## config.mk

```make
export PLATFORM = sky130hd
export DESIGN_NAME = normalized_path_fnv1a_hash_unit_flat
export DESIGN_NICKNAME = d
export VERILOG_FILES = /design/src/design/npfh_pkg.sv /design/src/design/npfh_if.sv /design/src/design/normalized_path_fnv1a_hash_unit.sv /design/src/flat_wrapper.sv
export SDC_FILE = /design/constraint.sdc
export NUM_CORES = 1
export LEC_CHECK = 0
export ABC_AREA = 1
export BUFFER_PORTS_ARGS = -buffer_cell sky130_fd_sc_hd__buf_4
export CAP_MARGIN = 20
export CORE_ASPECT_RATIO = 1.75
export CORE_MARGIN = 2
export CORE_UTILIZATION = 45
export DETAILED_ROUTE_END_ITERATION = 7
export PLACE_DENSITY = 0.61
export SYNTH_ARGS = -nofsm -noshare
export SYNTH_HDL_FRONTEND = slang
export SYNTH_SLANG_ARGS = --single-unit
```

## constraint.sdc

```tcl
create_clock -name clk -period 13.2 [get_ports clk]
set_input_delay 1.32 -clock clk [delete_from_list [all_inputs] [get_ports clk]]
set_output_delay 1.32 -clock clk [all_outputs]
set_load 0.005 [all_outputs]
```

## src/design/npfh_pkg.sv

```systemverilog
// ----------------------------------------------------------------------------
// npfh_pkg - shared types, constants and functions of the path hash unit
// FNV-1a constants, the byte classes for Shift-JIS lead bytes, byte
// normalization, and the multiply by the FNV prime as shifted adds.
// ----------------------------------------------------------------------------
`default_nettype none

package npfh_pkg;

  localparam int HASH_W = 32;
  localparam int BYTE_W = 8;
  localparam int MB_W   = 2;

  typedef logic [HASH_W-1:0] hash_t;
  typedef logic [BYTE_W-1:0] byte_t;
  typedef logic [MB_W-1:0]   mb_cnt_t;

  localparam hash_t FNV_OFFSET = 32'h811C_9DC5;
  localparam hash_t FNV_PRIME  = 32'h0100_0193;

  // Shift-JIS lead byte ranges
  localparam byte_t LEAD_LO_A = 8'h81;
  localparam byte_t LEAD_HI_A = 8'h9F;
  localparam byte_t LEAD_LO_B = 8'hE0;

  localparam byte_t UPPER_A   = 8'h41;
  localparam byte_t UPPER_Z   = 8'h5A;
  localparam byte_t CASE_OFS  = 8'h20;
  localparam byte_t SLASH     = 8'h2F;
  localparam byte_t BACKSLASH = 8'h5C;

  // Raw run length that a lead byte starts: the lead byte and its trail byte
  localparam mb_cnt_t MB_PAIR = 2'd2;
  localparam mb_cnt_t MB_NONE = 2'd0;

  function automatic logic is_lead_byte(input byte_t b);
    is_lead_byte = ((b >= LEAD_LO_A) && (b <= LEAD_HI_A)) || (b >= LEAD_LO_B);
  endfunction

  function automatic byte_t normalize_byte(input byte_t b);
    byte_t r;
    r = b;
    if ((b >= UPPER_A) && (b <= UPPER_Z)) begin
      r = b + CASE_OFS;
    end else if (b == SLASH) begin
      r = BACKSLASH;
    end
    normalize_byte = r;
  endfunction

  // x * 0x01000193 mod 2^32: bits 24, 8, 7, 4, 1 and 0 of the prime
  function automatic hash_t mul_fnv_prime(input hash_t x);
    mul_fnv_prime = (x << 24) + (x << 8) + (x << 7) + (x << 4) + (x << 1) + x;
  endfunction

endpackage

`default_nettype wire

```

## src/design/npfh_if.sv

```systemverilog
// ----------------------------------------------------------------------------
// npfh_in_if / npfh_out_if - valid/ready channels of the path hash unit
// The input channel carries one path byte per beat, the output channel one
// finished hash per beat.
// ----------------------------------------------------------------------------
`default_nettype none

interface npfh_in_if;
  logic              valid;
  logic              ready;
  npfh_pkg::byte_t   char_byte;
  logic              is_last;

  modport source (output valid, output char_byte, output is_last, input ready);
  modport sink   (input valid, input char_byte, input is_last, output ready);
endinterface

interface npfh_out_if;
  logic              valid;
  logic              ready;
  npfh_pkg::hash_t   hash_value;

  modport source (output valid, output hash_value, input ready);
  modport sink   (input valid, input hash_value, output ready);
endinterface

`default_nettype wire

```

## src/design/normalized_path_fnv1a_hash_unit.sv

```systemverilog
// ----------------------------------------------------------------------------
// normalized_path_fnv1a_hash_unit - normalized path hash, FNV-1a 32 bit
// Folds a path string, one byte per beat, into an FNV-1a state and returns
// the negated hash when the byte flagged last has been folded in.
// ----------------------------------------------------------------------------
// Usage:
//   in_ch  : one path byte per beat, is_last flags the final byte of a string.
//   out_ch : one beat per string, hash_value = 0 - final FNV-1a state.
//   cfg_*  : cfg_wr_en writes cfg_wr_data into the seed register; the running
//            state reloads from it and any string in progress restarts.
//            Write only while the unit is idle.
// Path: a byte is captured in the input register at its beat and folded into
//   the state from there; the hash of a last byte lands in the result register
//   and is valid on out_ch from it, when the result register is free.
// Throughput: one byte per cycle, save while a last byte waits for the result
//   register. The fold (XOR, multiply by the prime as six shifted adds, negate)
//   sits between the input register and the state and result registers.
// Reset: seed returns to 0x811C9DC5, state to the seed, the multibyte count to
//   zero, both registers empty.
// Stall: while a hash waits on out_ch, non-final bytes keep flowing; a last
//   byte holds in the input register until the result register frees, and
//   in_ch.ready stays low only while it holds.
// ----------------------------------------------------------------------------
`default_nettype none

module normalized_path_fnv1a_hash_unit (
  input  wire logic            clk,
  input  wire logic            rst_n,
  npfh_in_if.sink              in_ch,
  npfh_out_if.source           out_ch,
  input  wire logic            cfg_wr_en,
  input  wire npfh_pkg::hash_t cfg_wr_data
);
  import npfh_pkg::*;

  // seed and running state
  hash_t   init_hash_r;
  hash_t   running_hash_r, running_hash_nxt;
  mb_cnt_t mb_left_r, mb_left_nxt;

  // input register
  logic    s1_valid_r;
  byte_t   s1_byte_r;
  logic    s1_last_r;

  // result register
  logic    out_valid_r;
  hash_t   out_hash_r;

  logic    s1_fire;
  logic    in_fire;
  logic    out_free;
  logic    raw_byte;
  byte_t   fold_byte;
  hash_t   fold_ext;
  hash_t   fold_hash;

  assign out_free = !out_valid_r || out_ch.ready;
  // a non-final byte never needs the result register
  assign s1_fire  = s1_valid_r && (!s1_last_r || out_free);
  assign in_ch.ready = !s1_valid_r || s1_fire;
  assign in_fire  = in_ch.valid && in_ch.ready;

  // Byte class: a lead byte (or the byte after one) passes raw
  always_comb begin
    mb_left_nxt = mb_left_r;
    raw_byte    = 1'b0;
    if (mb_left_r == MB_NONE && is_lead_byte(s1_byte_r)) begin
      raw_byte    = 1'b1;
      mb_left_nxt = MB_PAIR - 2'd1;
    end else if (mb_left_r != MB_NONE) begin
      raw_byte    = 1'b1;
      mb_left_nxt = mb_left_r - 2'd1;
    end
    fold_byte = raw_byte ? s1_byte_r : normalize_byte(s1_byte_r);
    // sign-extend, XOR, multiply by the prime
    fold_ext  = {{(HASH_W-BYTE_W){fold_byte[BYTE_W-1]}}, fold_byte};
    fold_hash = mul_fnv_prime(running_hash_r ^ fold_ext);
    running_hash_nxt = fold_hash;
    if (s1_last_r) begin
      // end of string: reload the seed, drop a cut-short pair
      running_hash_nxt = init_hash_r;
      mb_left_nxt      = MB_NONE;
    end
  end

  always_ff @(posedge clk) begin
    if (!rst_n) begin
      init_hash_r    <= FNV_OFFSET;
      running_hash_r <= FNV_OFFSET;
      mb_left_r      <= MB_NONE;
      s1_valid_r     <= 1'b0;
      out_valid_r    <= 1'b0;
    end else begin
      if (cfg_wr_en) begin
        init_hash_r    <= cfg_wr_data;
        running_hash_r <= cfg_wr_data;
        mb_left_r      <= MB_NONE;
      end else if (s1_fire) begin
        running_hash_r <= running_hash_nxt;
        mb_left_r      <= mb_left_nxt;
      end

      if (in_fire) begin
        s1_valid_r <= 1'b1;
      end else if (s1_fire) begin
        s1_valid_r <= 1'b0;
      end

      if (s1_fire && s1_last_r) begin
        out_valid_r <= 1'b1;
      end else if (out_ch.ready) begin
        out_valid_r <= 1'b0;
      end
    end
  end

  // payload registers
  always_ff @(posedge clk) begin
    if (in_fire) begin
      s1_byte_r <= in_ch.char_byte;
      s1_last_r <= in_ch.is_last;
    end
    if (s1_fire && s1_last_r) begin
      out_hash_r <= hash_t'(0) - fold_hash;
    end
  end

  assign out_ch.valid      = out_valid_r;
  assign out_ch.hash_value = out_hash_r;

  // ---------------------------------------------------------------------------
  // Assertions
  // ---------------------------------------------------------------------------

  // the raw countdown never sits above one between bytes
  a_mb_range: assert property (@(posedge clk) disable iff (!rst_n)
    mb_left_r[1] == 1'b0)
    else $error("multibyte countdown out of range");

  // a finished string leaves the state at the seed and the countdown clear
  a_string_restart: assert property (@(posedge clk) disable iff (!rst_n)
    (s1_fire && s1_last_r && !cfg_wr_en) |=>
      (running_hash_r == init_hash_r) && (mb_left_r == MB_NONE))
    else $error("state not reloaded after last byte");

  // input stalls only behind a last byte that waits for the result register
  a_stall_cause: assert property (@(posedge clk) disable iff (!rst_n)
    !in_ch.ready |-> (s1_valid_r && s1_last_r && out_valid_r && !out_ch.ready))
    else $error("input stalled without a blocked last byte");

  // a last byte that moves on always lands a result
  a_result_lands: assert property (@(posedge clk) disable iff (!rst_n)
    (s1_fire && s1_last_r) |=> out_valid_r)
    else $error("last byte produced no result");

endmodule

`default_nettype wire
```

## src/flat_wrapper.sv

```systemverilog
// flat-port wrapper written by rule: the top's interface ports become plain ports
module normalized_path_fnv1a_hash_unit_flat import npfh_pkg::*;
  (clk, rst_n, cfg_wr_en, cfg_wr_data, in_ch_valid, in_ch_char_byte, in_ch_is_last, in_ch_ready, out_ch_valid, out_ch_hash_value, out_ch_ready);
  npfh_in_if in_ch_i ();
  npfh_out_if out_ch_i ();
  input  wire logic clk;
  input  wire logic rst_n;
  input  wire logic cfg_wr_en;
  input  wire npfh_pkg::hash_t cfg_wr_data;
  input wire logic [$bits(in_ch_i.valid)-1:0] in_ch_valid;
  input wire logic [$bits(in_ch_i.char_byte)-1:0] in_ch_char_byte;
  input wire logic [$bits(in_ch_i.is_last)-1:0] in_ch_is_last;
  output wire logic [$bits(in_ch_i.ready)-1:0] in_ch_ready;
  output wire logic [$bits(out_ch_i.valid)-1:0] out_ch_valid;
  output wire logic [$bits(out_ch_i.hash_value)-1:0] out_ch_hash_value;
  input wire logic [$bits(out_ch_i.ready)-1:0] out_ch_ready;
  assign in_ch_i.valid = in_ch_valid;
  assign in_ch_i.char_byte = in_ch_char_byte;
  assign in_ch_i.is_last = in_ch_is_last;
  assign in_ch_ready = in_ch_i.ready;
  assign out_ch_valid = out_ch_i.valid;
  assign out_ch_hash_value = out_ch_i.hash_value;
  assign out_ch_i.ready = out_ch_ready;
  normalized_path_fnv1a_hash_unit u_core (.clk(clk), .rst_n(rst_n), .in_ch(in_ch_i), .out_ch(out_ch_i), .cfg_wr_en(cfg_wr_en), .cfg_wr_data(cfg_wr_data));
endmodule
```

==> qor.txt, run 1 <==
min Tclk post-route: 6950 ps
setup TNS: 0 ps
Top FF cell, synth: dfxtp_1
CTS Sinks: 109
vias in the first global route: 8,537
core area: 21,400 µm²
CTS Buf Count: 9
fin. max-slew vios: 0
via/cell ratio: 5.26
initial antenna violation count: 0
gr ovfl total: 0
Final Skew: 14.8 ps
combinational family with the most area after synthesis: simple AND/OR/NAND/NOR gates
critical path endpoint: u_core.out_ch.hash_value[27]
final setup vio count: 0
worst relative slew slack: 0.330
Critical Path AT: 7040 ps
worst-skew pair later-pin latency: 370 ps
most used cell, CP: nand2_1
Detailed Place HPWL: 25,400 µm
root buffer cell: clkbuf_16
Post-Syn Nets: 1,430
Synth async-reset ratio: 0
Max clock buf depth: 2
Post-Synth Adder-Cell Area: 0.191
crit path from: u_core.s1_byte_r[5]
Post-Route WL: 30,700 µm
met3 wire len: 961 µm
post-synthesis mux area share: 0
Post-layout nets: 1,491
post-synthesis compound-gate area fraction: 0.126
Buf+Inv Stages, Crit Path: 5
register area share after synthesis: 0.266
non-filler instance count after layout: 1,623
DRT Pass-1 Iters: 5
mapped cell area: 9730 µm²
fraction of layout cells with a size suffix above 1: 0.112
CP endpoint kind: register
DRT met1 WL: 11,300 µm
worst reg2reg startpoint: u_core.s1_byte_r[5]
die width: 115 µm
Die Y: 199 µm
placed cell count: 1,606
port bufs: 79
flops & latches, synth: 109
Crit. path cell count: 31
Slowest Stage Delay on Critical Path: 790 ps
slowest CP cell: xnor2_1
via count of the routed design: 8,541
synth warn: 0
RSZ-0062 raised after global routing: no
Tot GR Track Use: 0.276
initial DRC count: 564
# DRC: 0
period utilisation layout: 0.527
Max H-tree Level: 3
worst reg-to-reg path cell count: 31
family with the most delay on the worst path: simple AND/OR/NAND/NOR gates
unique cell type count in the Yosys netlist: 51
Post-synth EDFFs: 41
CTS hold repair buffers: 0
routed length on met2: 16,100 µm
Slew @ Worst Pin: 998 ps
Die ar.: 22,900 µm²
kind of critical path: reg -> reg
pin count of the biggest net entering global routing: 50
Max Cap Viol: 0
Top Layer Used: met4
CP Launch Type: register
first-pass GRT wire length: 46,800 µm
Clock transition at path regs: 80 ps
Initial Util: 0.455
crit path max fanout: 25
Syn-to-layout area delta: 12.3%
simple-gate share of the synthesized area: 0.207
f_max: 144 MHz
cts repair resizes: 0
R2R Path End: u_core.out_ch.hash_value[27]
# IOs: 80
Required @ worst endpoint: 13,290 ps
ant diodes: 0
final hold vios: 0
Reg2Reg Setup Slack: 6250 ps
Rows: 71
XOR/XNOR share of the synthesized area: 0.112
routed len/inst: 18.9 µm
outcome: complete, no violations
number of setup buffers added after CTS: 0
Syn Area/Cell: 7.69 µm²
CTS tree: yes
Synth Instances: 1,265
Hold/Removal Path Class: reg -> reg
GP Congestion: 1.00
post-route ant nets: 0
stage by stage:
step / setup slack, ps / hold slack [ps] / area (µm²) / utilization
2_1_floorplan: 7680 / 414 / 9730 / -
3_3_place_gp: 6260 / 425 / 10600 / 0.495
3_5_place_dp: 6220 / 430 / 10600 / 0.495
4_1_cts: 6210 / 449 / 10900 / 0.509
5_1_grt: 5740 / 482 / 10900 / 0.510
6_report: 6250 / 453 / 10900 / 0.510
registers in the layout, summed over array words and instances, names as in the netlist:
name	count
u_core.s1_byte_r	8
u_core.out_ch.valid	1
u_core.out_ch.hash_value	32
u_core.running_hash_r	32
u_core.s1_valid_r	1
u_core.s1_last_r	1
u_core.init_hash_r	32
u_core.mb_left_r	2
worst register-to-register path: cells and delay by family (launching register included):
| family | cells | cell delay [ps] |
|---|---|---|
| AO/OA/AOI/OAI | 4 | 620 |
| XOR/XNOR | 3 | 1120 |
| adder cells (fa/ha/maj) | 5 | 1890 |
| buffers and inverters | 5 | 360 |
| flip-flops | 1 | 500 |
| AND/OR/NAND/NOR | 14 | 2200 |
logic make-up after synthesis:
family | count (synthesis)
compound gates | 206
buf+inv | 252
xor+xnor | 116
simple gates | 463
flops | 109
fa+ha+maj | 119
Yosys cell counts, types with 35 or more instances:
master,count,area [µm²]
a21oi_1,68,340
dfxtp_1,68,1360
edfxtp_1,41,1230
fa_1,49,981
ha_1,70,876
inv_1,209,785
nand2_1,256,961
nand3_1,73,365
nor2_1,72,270
o21ai_0,69,345
xnor2_1,35,307
xor2_1,74,648
cell type report:
| class | count | area (µm²) |
|---|---|---|
| clock inverters | 7 | 76.3 |
| repair buffers | 86 | 666 |
| fillers | 2152 | 10500 |
| well taps | 292 | 365 |
| clock buffers | 9 | 225 |
| inverters | 216 | 811 |
| multi-input cells | 904 | 6190 |
| flip-flops and latches | 109 | 2590 |
placed cells by master, fill, tap and decap left out, types with 3 or more instances in the layout:
cell,instances
nand3b_1,3
o211ai_1,9
nand4_1,11
xor2_2,4
inv_2,5
o22ai_1,11
xor2_1,74
nor2_2,4
nor4_1,4
inv_1,209
a21oi_1,68
fa_1,49
nor2_1,72
nand2_1,256
o21ai_0,69
nand2_4,3
inv_6,3
nand2_2,7
xnor2_1,35
a21o_1,4
a31oi_1,17
a21oi_2,6
ha_1,70
dfxtp_1,68
o21bai_1,8
buf_4,85
nor3_1,20
clkbuf_16,9
nand3_1,73
edfxtp_1,41
worst min-delay path by stage:
stage                           from               endpoint  slack, ps  cells after the start
6_report       u_core.init_hash_r[9]  u_core.init_hash_r[9]        450                      2
5_1_grt        u_core.init_hash_r[7]  u_core.init_hash_r[7]        480                      2
4_1_cts        u_core.init_hash_r[9]  u_core.init_hash_r[9]        450                      2
3_5_place_dp   u_core.init_hash_r[9]  u_core.init_hash_r[9]        430                      2
3_3_place_gp   u_core.init_hash_r[9]  u_core.init_hash_r[9]        420                      2
2_1_floorplan  u_core.init_hash_r[9]  u_core.init_hash_r[9]        410                      2
layer usage:
metal | GRT usage | vias up
li1 | - | 4196
met1 | 0.295 | 4026
met2 | 0.502 | 237
met3 | 0.0286 | 82
met4 | 0.186 | 0
met5 | 0 | -
Power of run 1 is not shown: default switching activity piles up to over one toggle a cycle in this logic, so the estimate is an artifact.
==> inputs of run 2 (changes only) <==
--- a/config.mk
+++ b/config.mk
@@ -12,7 +12,7 @@
 export CORE_MARGIN = 2
 export CORE_UTILIZATION = 45
 export DETAILED_ROUTE_END_ITERATION = 7
-export PLACE_DENSITY = 0.61
+export PLACE_DENSITY = 0.63
 export SYNTH_ARGS = -nofsm -noshare
 export SYNTH_HDL_FRONTEND = slang
 export SYNTH_SLANG_ARGS = --single-unit
==> constraint.sdc (replaced) <==
create_clock -name clk -period 6.3 [get_ports clk]
set_input_delay 0.63 -clock clk [delete_from_list [all_inputs] [get_ports clk]]
set_output_delay 0.63 -clock clk [all_outputs]
set_load 0.005 [all_outputs]
==> qor.txt, run 2 (same netlist as run 1, synthesis figures left out) <==
outcome: complete, no violations
root buffer cell: clkbuf_16
R2R Path End: u_core.out_ch.hash_value[25]
Slowest Stage Delay on Critical Path: 550 ps (-240 ps)
CTS hold repair buffers: 0 (unchanged)
Hold/Removal Path Class: in -> reg
die width: 115 µm (unchanged)
initial antenna violation count: 0 (unchanged)
fin. max-slew vios: 0 (unchanged)
via count of the routed design: 8,825 (+3.3%)
Die ar.: 22,900 µm² (unchanged)
final hold vios: 0 (unchanged)
Required @ worst endpoint: 6420 ps (-6870 ps)
first-pass GRT wire length: 47,500 µm (+1.6%)
Hold EP: u_core.s1_last_r
Critical Path AT: 6070 ps (-970 ps)
routed len/inst: 18.5 µm (-2.1%)
final setup vio count: 0 (unchanged)
Hold Path Stages: 1 (-1)
Clock transition at path regs: 80 ps (about the same)
CP endpoint kind: register
CP Launch Type: register
core area: 21,400 µm² (unchanged)
Max clock buf depth: 2 (unchanged)
ant diodes: 0 (unchanged)
CTS Sinks: 109 (unchanged)
gr ovfl total: 0 (unchanged)
vias in the first global route: 8,761 (+2.6%)
RSZ-0062 raised after global routing: yes
# IOs: 80 (unchanged)
DRT Pass-1 Iters: 7 (+2)
Rows: 71 (unchanged)
worst reg2reg startpoint: u_core.s1_byte_r[5]
period utilisation layout: 0.944 (+0.417)
GP Congestion: 0.950 (-5.2%)
pre-CTS setup slack: -155 ps (-6380 ps)
Die Y: 199 µm (unchanged)
most frequent cells in the layout: 252 x nand2_1, 203 x inv_1, 156 x buf_4
most used cell, CP: nand2_1
pin count of the biggest net entering global routing: 50 (unchanged)
# DRC: 0 (unchanged)
port bufs: 79 (unchanged)
CTS tree: yes
initial DRC count: 462 (-18%)
slowest CP cell: fa_1
post-route ant nets: 0 (unchanged)
Initial Util: 0.455 (unchanged)
kind of critical path: reg -> reg
min Tclk post-route: 5950 ps (-1010 ps)
fraction of layout cells with a size suffix above 1: 0.190 (+0.0784)
Post-layout nets: 1,563 (+4.8%)
worst relative slew slack: 0.439 (+0.109)
Reg2Reg Setup Slack: 350 ps (-5890 ps)
via/cell ratio: 5.21 (-1.1%)
CTS Buf Count: 9 (unchanged)
Slew @ Worst Pin: 838 ps (-160 ps)
Detailed Place HPWL: 26,200 µm (+2.9%)
crit path max fanout: 8 (-68%)
Hold Path Origin: in_ch_is_last
most common cell after layout, fill and taps aside: nand2_1
Final WS setup: 355 ps (-5890 ps)
f_max: 168 MHz (+17%)
Max H-tree Level: 3 (unchanged)
worst-skew pair later-pin latency: 370 ps (about the same)
Final Skew: 17.8 ps (+3.03 ps)
Post-Route WL: 31,400 µm (+2.2%)
Max Cap Viol: 0 (unchanged)
Syn-to-layout area delta: 21.1%
Tot GR Track Use: 0.280 (+0.00352)
worst reg-to-reg path cell count: 31 (unchanged)
run 2: cell type report:
class                           count  area [µm²]
Tap cell                          292         365
Clock buffer                       10         229
Multi-Input combinational cell    904        6490
Clock inverter                      6        80.1
Timing Repair Buffer              158        1220
Fill cell                        2083        9620
Sequential cell                   109        2590
Inverter                          216         811
run 2: how the worst max path moves through the flow:
stage,startpoint,cells past startpoint,slack (ps),endpoint
floorplan,u_core.s1_byte_r[5],32,780,u_core.out_ch.hash_value[25]
CTS,u_core.s1_byte_r[5],32,7,u_core.out_ch.hash_value[28]
global route,u_core.s1_byte_r[5],35,-30,u_core.out_ch.hash_value[29]
global placement,u_core.s1_byte_r[5],33,-170,u_core.out_ch.hash_value[29]
detailed placement,u_core.s1_byte_r[5],33,-150,u_core.out_ch.hash_value[29]
finish,u_core.s1_byte_r[5],31,350,u_core.out_ch.hash_value[25]
run 2: repair_timing:
item                       in CTS  in global routing
resized for setup               2                 59
setup buffers                   1                  6
cloned                          0                  0
setup endpoints to repair      13                 20
pin swaps                       1                 10
run 2: worst max-delay path, delay by kind of cell, from the launching register on:
kind | cells | cell delay (ps)
buf+inv | 7 | 860
simple gates | 12 | 1350
flops | 1 | 500
compound gates | 5 | 800
xor+xnor | 3 | 480
fa+ha+maj | 4 | 1710
run 2: stage by stage:
stage	cells	hold WS (ps)	setup TNS (ps)	cell area (µm²)	utilization
after floorplan	1265	414	0	9730	-
after global placement	1671	426	-1060	11100	0.518
after detailed placement	1671	429	-989	11100	0.518
after CTS	1688	441	0	11400	0.533
after global routing	1695	436	-65.0	11800	0.551
final	1695	443	0	11800	0.551
run 2: metal layers:
metal,GRT usage,part of all wire
met5,0,0
met4,0.197,0.084
met3,0.0353,0.032
met2,0.510,0.53
met1,0.290,0.36
Power of run 2 is left out for the same reason.
